===== src/rtl/mms_pkg.sv =====
// Shared types and constants for the min/max stack.
`timescale 1ns / 1ps

package mms_pkg;

   localparam int WordW = 32;
   localparam int CountFieldW = 8;

   localparam logic [1:0] OP_PUSH  = 2'd0;
   localparam logic [1:0] OP_POP   = 2'd1;
   localparam logic [1:0] OP_QUERY = 2'd2;

   localparam logic [1:0] STATUS_OK        = 2'd0;
   localparam logic [1:0] STATUS_OVERFLOW  = 2'd1;
   localparam logic [1:0] STATUS_UNDERFLOW = 2'd2;

   localparam logic signed [WordW-1:0] WORD_MOST_NEG = 32'sh8000_0000;
   localparam logic signed [WordW-1:0] WORD_MOST_POS = 32'sh7FFF_FFFF;

   typedef struct packed {
      logic [1:0]              op;
      logic signed [WordW-1:0] value;
   } req_type;

   typedef struct packed {
      logic signed [WordW-1:0] top_value;
      logic signed [WordW-1:0] min_value;
      logic signed [WordW-1:0] max_value;
      logic [CountFieldW-1:0]  count;
      logic                    is_empty;
      logic [1:0]              status;
   } rsp_type;

   // One stored entry: the word plus min/max of itself and all below it.
   typedef struct packed {
      logic signed [WordW-1:0] value;
      logic signed [WordW-1:0] min_value;
      logic signed [WordW-1:0] max_value;
   } entry_type;

   typedef enum logic [1:0] {
      ST_IDLE,
      ST_EXEC,
      ST_FILL,
      ST_REPLY
   } state_type;

   typedef struct packed {
      logic load;
      logic exec;
      logic fill;
   } cmd_type;

   typedef struct packed {
      logic needs_fill;
   } sts_type;

endpackage


===== src/rtl/mms_ctrl.sv =====
// Sequencer for the min/max stack: accept, execute, refill top, reply.
`timescale 1ns / 1ps

module mms_ctrl (
   input  logic             clock,
   input  logic             reset,
   input  logic             start,
   input  mms_pkg::sts_type sts,
   output mms_pkg::cmd_type cmd,
   output logic             busy,
   output logic             rsp_strobe
);
   import mms_pkg::*;

   state_type state_ff;
   state_type state_in;

   always_ff @(posedge clock) begin
      if (reset) begin
         state_ff <= ST_IDLE;
      end else begin
         state_ff <= state_in;
      end
   end

   always_comb begin
      state_in = state_ff;
      unique case (state_ff)
         ST_IDLE: begin
            if (start) state_in = ST_EXEC;
         end
         ST_EXEC: begin
            state_in = sts.needs_fill ? ST_FILL : ST_REPLY;
         end
         ST_FILL:  state_in = ST_REPLY;
         ST_REPLY: state_in = ST_IDLE;
         default:  state_in = ST_IDLE;
      endcase
   end

   always_comb begin
      cmd        = '0;
      busy       = 1'b1;
      rsp_strobe = 1'b0;
      unique case (state_ff)
         ST_IDLE: begin
            busy     = 1'b0;
            cmd.load = start;
         end
         ST_EXEC:  cmd.exec = 1'b1;
         ST_FILL:  cmd.fill = 1'b1;
         ST_REPLY: rsp_strobe = 1'b1;
         default:  busy = 1'b1;
      endcase
   end

endmodule


===== config.mk =====
export PLATFORM = sky130hd
export DESIGN_NAME = mms_ctrl
export DESIGN_NICKNAME = d
export VERILOG_FILES = /design/src/rtl/mms_pkg.sv /design/src/rtl/mms_ctrl.sv
export SDC_FILE = /design/constraint.sdc
export NUM_CORES = 1
export LEC_CHECK = 0
export BUFFER_PORTS_ARGS = -buffer_cell sky130_fd_sc_hd__clkbuf_2
export CAP_MARGIN = 5
export CORE_AREA = 10 10 47 49
export CTS_CLUSTER_DIAMETER = 60
export DETAILED_ROUTE_END_ITERATION = 12
export DIE_AREA = 0 0 57 59
export GPL_TIMING_DRIVEN = 0
export SLEW_MARGIN = 15
export SYNTH_ARGS = -nofsm -noshare
export SYNTH_HDL_FRONTEND = slang
export SYNTH_SLANG_ARGS = --single-unit

===== constraint.sdc =====
create_clock -name clock -period 1.55 [get_ports clock]
set_clock_uncertainty 0.2 [all_clocks]
set_input_delay 0.2325 -clock clock [delete_from_list [all_inputs] [get_ports clock]]
set_output_delay 0.2325 -clock clock [all_outputs]
set_load 0.05 [all_outputs]

---- After elaboration in Yosys (flattened, before gate mapping) ----
Index checks and enable logic that the tools add are counted.
Widths: inputs -> output; s select.
word-level totals
  register bits ........................... 2
  output and inout port bits .............. 5
  logic and storage cells ................. 14
cells by class
  equal/unequal tests ..................... 4
  mux-type cells .......................... 8
  reductions and logical operators ........ 1
operators by type and width
  kind                number
  $pmux 2 s4          1
  $mux 1              6
  $eq 2x2->1 const B  2
  $eq 2x1->1 const B  1
  $logic_not 2->1     1
  $mux 2              1
  $ne 2x2->1 const B  1

---- Longest topological paths before layout ----
Gate-level depths: netlist (run 1).
  word-level depth ........................ 2
  depth in mapped cells ................... 5
  depth with buffers taken out ............ 5

---- Worst setup path before layout (run 1) ----
No wires, ideal clock.
  path type ............................... flip-flop to flip-flop
  start ................................... register state_ff[1]
  end ..................................... register state_ff[0]
  library setup time ...................... 0.095 ns
  arrival ................................. 1.316 ns
  required time ........................... 1.255 ns
  path slack .............................. -0.061 ns
  stages on the path, launching flop included .. 6
  clock period less this slack ............ 1.611 ns
  cells stage by stage .................... dfxtp_1 > inv_1 > ha_1 > nor2b_1 > nor3_1 > a221oi_1
on the way
  longest elaborated chain between the ends .. 2
ends and longest elaborated chain
  element                                          line            RTL
  start, declared                                  mms_ctrl.sv:15  state_type state_ff;
  start signal, assigned                           mms_ctrl.sv:22  state_ff <= state_in;
  $eq 2x2->1 (tied with other cells)               mms_ctrl.sv:28  unique case (state_ff)
  $pmux 2 s4 / $ne 2x2->1 (equally long branches)  n/a
Parallel ways exist; a longest one is shown, timed or not.
A chain may end at the register's enable or synchronous reset.

==> impl_metrics.toml, run 1 <==
[worst_setup_path]
critPathCaptureType = "output port"
critPathMaxFanout = 3
r2r-start = "state_ff[0]"
cp_data_arrival_time_ps = 1080
crit_type = "flip-flop to output port"
cp.required_ps = 1120
startpoint_type = "flip-flop"
startpoint = "state_ff[0]"

[synth]
ys_seq_area_share_pct = 24.1
synth_area_um2 = 166
postSynthAreaPerCell_um2 = 9.25
yosysUniqueCellTypes = 11
syn_inst = 18
yosysTopAreaCell = "ha_1"
synth-seq-cells = 2
synthTopCellsByCount = "5 x ha_1, 3 x inv_1, 2 x dfxtp_1"
synth_edf_count = 0
ys.flop_type = "dfxtp_1"
yosysTopAreaCellShare_pct = 37.6
synth_most_common_cell = "ha_1"
synthArstFlopShare_pct = 0
synth_fp_nets = 27
synth_area_leaders = "ha_1 38%, dfxtp_1 24%, inv_1 6.8%"
ys_warn_count = 0

[timing]
rsz0062_at_grt = "no"
finalSetupViolCount = 0
hold_slack_ps = 177
worst-slew-pin-transition_ps = 255
slew_violations = 0
relSlewSlack_pct = 83.1
finalCritPeriodShare_pct = 97.5
fmax_mhz = 662
fin_crit_ps = 1510
finalHoldViolCount = 0

[power]
p_sw_uw = 391
sw_frac_of_total_pct = 50.1
power_uw = 780
power_frac_comb_pct = 72.6
vdd_drop_max_mv = 0.385
leakage_uw = 0.000166
intPower_uw = 389
p_per_area_nw_per_um2 = 2400
p_seq_share_pct = 12.7
clkPwrFrac_pct = 14.8

[routing]
vias_per_cell = 3.65
wl_um = 495
ant_nets = 0
drt_first_pass_iters = 1
post-route-drc-count = 0
num_vias = 179
wl_per_cell_um = 10.1
drtIter0Drc = 0

[layout]
area_growth_pct = 95.5
largest-register = "state_ff"
largestRegisters = "state_ff: 2 flops"
final_util_pct = 23.2
drive_above_1_share_pct = 63.6
stdcell_count = 49
largest_reg_flops = 2
final_nets = 44
fin_area_um2 = 325
num_antenna_cells = 0

[global_route]
grt_pass1_vias = 212
grt.busiest_layer = "met2"
use_met2_pct = 5.74
gr-total-overflow = 0
antenna_found_initial = 0
grt_pass1_wl_um = 793
met3_usage_pct = 2.58
use_met1_pct = 1.78
grtUsageTotal_pct = 3.41
grt_max_degree = 5

[place]
finalWeightedCongestion = 0.662
portBuffers = 8
dpl.cell_count = 42
place_area_um2 = 229

[clock_network]
insertion_delay_ps = 220
cts_tree = "yes"
clkSlewWorstSetupHoldPaths_ps = 30
htree_levels = 1
root_buffer = "clkbuf_4"
numCtsBuffers = 3
cts_buffer_depth = 2
clock-sinks = 2

[floorplanning]
dieArea_um2 = 3360
die_h_um = 59
start_util_pct = 11.9
rows = 14
die_w_um = 57
fp.coreArea_um2 = 1400
num_io_pins = 9

[run_status]
status = "finished, final reports clean"

[min_path]
hold_class = "input port to flip-flop"
hp-start = "start"

[run]
maxCapViolations = 0
[routing by layer]
metal  vias up  wire length, um
met5         -                0
met4         0                8
met3         2               70
met2         6              261
met1        82              155
li1         89                -
[area by class of cell]
class | count | area [um^2]
well taps | 16 | 20.0
clock buffers | 3 | 22.5
flip-flops and latches | 2 | 42.5
inverters | 3 | 13.8
fillers | 172 | 1080
repair buffers | 12 | 95.1
multi-input cells | 13 | 131
[repair_timing]
action | in CTS | in global routing
setup endpoints to repair | 4 | 3
setup buffers | 3 | 0
gates resized for setup | 12 | 3
hold endpoints to repair | 2 | 0
hold buffers | 1 | 0
[logic make-up (layout without fill, tap and decap cells)]
group	Yosys count	after routing	synth area share, %
simple gates	5	5	17.3
buf+inv	3	18	6.77
flops	2	2	24.1
compound gates	2	2	8.27
mux	1	1	6.02
fa+ha+maj	5	5	37.6
[layout by cell type, fill, tap and decap left out]
cell	instances
nand2b_1	1
ha_1	3
buf_2	3
buf_4	3
inv_2	1
clkbuf_2	3
dlygate4sd3_1	1
inv_1	1
a221oi_1	1
clkbuf_16	1
ha_4	1
clkbuf_4	4
inv_4	1
and2_4	1
dfxtp_2	2
nor2_1	1
nor3_1	1
nor2b_1	1
mux2i_1	1
ha_2	1
o21ai_1	1
[critical path: stages, from the launching register on]
cell and delay [ps]:
dfxtp_2 340, inv_4 50, ha_4 150, and2_4 150, clkbuf_16 160
[per-stage QoR]
stage          setup TNS (ps)  setup slack, ps
5_1_grt                     0             9.00
3_3_place_gp                0             10.8
3_5_place_dp            -1.68            -1.68
4_1_cts                     0             2.85
6_report                    0             39.2
2_1_floorplan               0             80.1
[power groups by stage]
stage,clock (uW),sequential (uW),combinational (uW)
final,115,98.8,567
after global routing,122,101,621
after detailed placement,0,99.9,421
after floorplan,0,93.9,357
after global placement,0,99.1,414
after CTS,124,99.5,566
[path summary, 6_finish.rpt]
path	to	slack, ps	depth (start not counted)
hold / removal	state_ff[0]	180	3
setup reg to reg	state_ff[0]	220	5
hold reg to reg	state_ff[0]	420	3
setup / recovery	cmd[2]	40	4
Power figures use the tool's default switching activity.
==> run 2: changes to the inputs <==
--- a/config.mk
+++ b/config.mk
@@ -12,6 +12,7 @@
 export DETAILED_ROUTE_END_ITERATION = 12
 export DIE_AREA = 0 0 57 59
 export GPL_TIMING_DRIVEN = 0
+export REMOVE_ABC_BUFFERS = 1
 export SLEW_MARGIN = 15
 export SYNTH_ARGS = -nofsm -noshare
 export SYNTH_HDL_FRONTEND = slang
==> impl_metrics.toml, run 2 (synthesis gave the netlist of run 1 again) <==
[floorplanning]
start_util_pct = 11.9
rows = 14
die_w_um = 57
fp.coreArea_um2 = 1400
num_io_pins = 9
die_h_um = 59
dieArea_um2 = 3360

[layout]
largest_reg_flops = 2
largestRegisters = "state_ff: 2 flops"
area_growth_pct = 92.5
drive_above_1_share_pct = 60.6
final_util_pct = 22.9
largest-register = "state_ff"
mostFrequentLayoutCell = "clkbuf_2"
final_nets = 44
num_antenna_cells = 0
mostFrequentLayoutCells = "5 x clkbuf_2, 4 x ha_1, 4 x clkbuf_4"

[power]
vdd_drop_max_mv = 0.323
leakage_uw = 0.000165
p_per_area_nw_per_um2 = 2400

[routing]
vias_per_cell = 3.47
num_vias = 170
wl_um = 479
wl_per_cell_um = 9.78
drtIter0Drc = 1
ant_nets = 0
drt_first_pass_iters = 4
post-route-drc-count = 0

[clock_network]
cts_tree = "yes"
cts_buffer_depth = 2
clkSlewWorstSetupHoldPaths_ps = 30
root_buffer = "clkbuf_4"
htree_levels = 1
numCtsBuffers = 3
clock-sinks = 2
insertion_delay_ps = 220

[worst_setup_path]
startpoint = "state_ff[1]"
worstReg2RegEnd = "state_ff[0]"
critPathCaptureType = "output port"
reg2reg_depth = 5
crit_end = "rsp_strobe"
cp.required_ps = 1120
r2r-start = "state_ff[0]"
critPathMaxFanout = 4
r2r_slack_ps = 200
cp_data_arrival_time_ps = 1080
crit_type = "flip-flop to output port"
startpoint_type = "flip-flop"

[global_route]
antenna_found_initial = 0
grt_max_degree = 5
gr-total-overflow = 0
grtUsageTotal_pct = 3.20
grt_pass1_vias = 202
grt_pass1_wl_um = 759

[timing]
finalSetupViolCount = 0
relSlewSlack_pct = 81.3
worst-slew-pin-transition_ps = 282
fin_crit_ps = 1510
fmax_mhz = 661
finalHoldViolCount = 0
rsz0062_at_grt = "no"
finalCritPeriodShare_pct = 97.6
hold_slack_ps = 191
slew_violations = 0

[place]
finalWeightedCongestion = 0.706
dp_hpwl_um = 341
portBuffers = 8

[run]
maxCapViolations = 0

[min_path]
hold_class = "input port to flip-flop"
hold_depth = 3

[run_status]
status = "finished, final reports clean"
[run 2: cell count changes in the layout (fill, tap and decap cells not counted), sizes merged]
cell	before	now
buf	6	4
clkbuf	8	10
[run 2: worst min path at each step]
stage,slack (ps),endpoint,from
2_1_floorplan,100,state_ff[1],reset
3_3_place_gp,220,state_ff[1],reset
3_5_place_dp,220,state_ff[1],reset
4_1_cts,180,state_ff[0],start
5_1_grt,210,state_ff[0],start
6_report,190,state_ff[0],start
[run 2: repair_timing]
item / 4_1_cts / 5_1_grt
setup endpoints to repair: 4 / 2
resized for setup: 10 / 2
hold buffers: 1 / 0
setup buffers: 3 / 0
endpoints found under the hold margin: 2 / 0
[run 2: where the power goes]
| group | internal [uW] | leakage, uW | switching (uW) |
|---|---|---|---|
| logic | 218 | 0.000134 | 342 |
| registers | 79.7 | 0.0000172 | 16.0 |
| clock network | 85.2 | 0.0000138 | 27.3 |
| total | 383 | 0.000165 | 385 |
[run 2: layout make-up]
cell class / instances / area, um^2
inverters: 3 / 11.3
well taps: 16 / 20.0
clock buffers: 3 / 22.5
flip-flops and latches: 2 / 42.5
fillers: 165 / 1080
repair buffers: 12 / 95.1
multi-input cells: 13 / 129
[run 2: critical path, cell delays in order (launching register included)]
cell	delay, ps
dfxtp_2	310
buf_4	140
ha_1	170
clkbuf_2	230
[run 2: metrics by stage]
stage / power, uW / area [um^2] / setup TNS [ps] / setup WS [ps] / cells
after floorplan: 445 / 166 / -61.2 / -61.2 / 18
after global placement: 512 / 226 / 0 / 10.4 / 42
after detailed placement: 520 / 226 / -3.55 / -3.55 / 42
after CTS: 756 / 310 / 0 / 2.47 / 49
after global routing: 825 / 320 / 0 / 2.62 / 49
final: 768 / 320 / 0 / 37.1 / 49
[run 2: per-layer routing]
| layer | wire length, um | GRT usage (%) | part of all wire, % |
|---|---|---|---|
| met2 | 237 | 4.50 | 49 |
| met1 | 162 | 2.02 | 34 |
| met4 | 10 | 5.03 | 2.1 |
| met3 | 69 | 2.79 | 14 |
| met5 | 0 | 0 | 0 |
==> run 3: changes to the inputs <==
==> constraint.sdc (replaced) <==
create_clock -name clock -period 1.55 [get_ports clock]
set_clock_uncertainty 0.2 [all_clocks]
set_input_delay 0.2325 -clock clock [delete_from_list [all_inputs] [get_ports clock]]
set_output_delay 0.2325 -clock clock [all_outputs]
set_load 0.02 [all_outputs]
==> impl_metrics.toml, run 3 (synthesis gave the netlist of run 1 again) <==
[clock_network]
cts_buffer_depth = 2
root_buffer = "clkbuf_4"
clkSlewWorstSetupHoldPaths_ps = 30
numCtsBuffers = 3
cts_tree = "yes"
insertion_delay_ps = 220
clock-sinks = 2
htree_levels = 1

[power]
intPower_uw = 356
power_frac_comb_pct = 65.7
sw_frac_of_total_pct = 42.7
p_per_area_nw_per_um2 = 2010
clkPwrFrac_pct = 18.1
vdd_drop_max_mv = 0.280
p_seq_share_pct = 16.2
leakage_uw = 0.000161
p_sw_uw = 266

[routing]
ant_nets = 0
num_vias = 174
wl_um = 488
drtIter0Drc = 1
drt_first_pass_iters = 4
wl_per_cell_um = 9.96
vias_per_cell = 3.55
post-route-drc-count = 0

[layout]
num_antenna_cells = 0
multiInputGateArea_um2 = 128
largestRegisters = "state_ff: 2 flops"
drive_above_1_share_pct = 60.6
regArea_um2 = 42.5
mostFrequentLayoutCells = "6 x clkbuf_2, 4 x ha_1, 3 x clkbuf_4, 3 x buf_4, 2 x dfxtp_2"
final_util_pct = 22.1
largest_reg_flops = 2
area_growth_pct = 85.7
nFillCells = 165
stdcell_count = 49
mostFrequentLayoutCell = "clkbuf_2"
final_nets = 44
largest-register = "state_ff"

[floorplanning]
rows = 14
fp.coreArea_um2 = 1400
die_w_um = 57
dieArea_um2 = 3360
die_h_um = 59
num_io_pins = 9
start_util_pct = 11.9

[place]
dpl.cell_count = 42
portBuffers = 8
dp_hpwl_um = 341
finalWeightedCongestion = 0.706

[run_status]
status = "finished, final reports clean"

[timing]
relSlewSlack_pct = 83.3
fmax_mhz = 656
fin_crit_ps = 1530
finalSetupViolCount = 0
finalHoldViolCount = 0
worst-slew-pin-transition_ps = 251
finalCritPeriodShare_pct = 98.4
slew_violations = 0
rsz0062_at_grt = "yes"

[global_route]
grt_pass1_vias = 202
grt_pass1_wl_um = 765
gr-total-overflow = 0
grtUsageTotal_pct = 3.25
antenna_found_initial = 0
grt_max_degree = 5

[worst_setup_path]
cp_data_arrival_time_ps = 1090
critPathMaxFanout = 3
critPathCaptureType = "output port"
startpoint_type = "flip-flop"
crit_type = "flip-flop to output port"
cp.required_ps = 1120

[run]
maxCapViolations = 0

[min_path]
hold_class = "input port to flip-flop"
run 3: cell types whose count changed in the layout (fill, tap and decap cells not counted):
cell       change
and2_2         +1
and2_4         -1
buf_8          +1
clkbuf_16      -1
clkbuf_2       +1
clkbuf_4       -1
inv_2          -1
inv_4          +1
run 3: worst paths after layout:
path / start / end / slack [ps] / depth (start not counted)
hold reg to reg: state_ff[0] / state_ff[0] / 440 / 3
setup / recovery: state_ff[1] / cmd[2] / 20 / 4
hold / removal: start / state_ff[0] / 190 / 3
setup reg to reg: state_ff[1] / state_ff[0] / 190 / 5
run 3: cell type report:
class / count / area share, %
Clock buffer: 3 / 7.29
Sequential cell: 2 / 13.8
Multi-Input combinational cell: 13 / 41.3
Tap cell: 16 / 6.48
Inverter: 3 / 4.45
Timing Repair Buffer: 12 / 26.7
run 3: worst max-delay path: stages, from the launching register on:
cell	delay, ps
dfxtp_2	350
inv_4	50
ha_4	150
and2_2	200
buf_8	130
run 3: what timing repair did:
item / 4_1_cts / 5_1_grt
resized for setup: 7 / 4
endpoints found under the setup margin: 2 / 1
setup buffers: 3 / 0
endpoints found under the hold margin: 2 / 0
hold buffers: 1 / 0
run 3: per-stage QoR:
step	setup TNS [ps]	area [um^2]	power, uW	worst slack (ps)	hold slack (ps)
after global routing	-3.66	309	679	-2.92	207
after floorplan	0	166	320	165	105
after global placement	0	226	390	49.9	219
final	0	309	622	24.8	189
after detailed placement	0	226	398	22.5	215
after CTS	0	295	599	4.83	177
run 3: routing by layer:
layer | GRT usage (%) | vias to the layer above | share of wire (%)
met3 | 2.58 | 2 | 12
met1 | 2.03 | 77 | 33
met2 | 4.81 | 6 | 52
li1 | - | 89 | -
met4 | 5.03 | 0 | 2.0
met5 | 0 | - | 0
run 3: power by group through the flow:
stage | clock, uW | combinational, uW | sequential, uW
floorplan | 0 | 226 | 93.4
global placement | 0 | 292 | 98.5
detailed placement | 0 | 297 | 101
CTS | 121 | 382 | 95.7
global route | 122 | 455 | 102
finish | 113 | 409 | 101
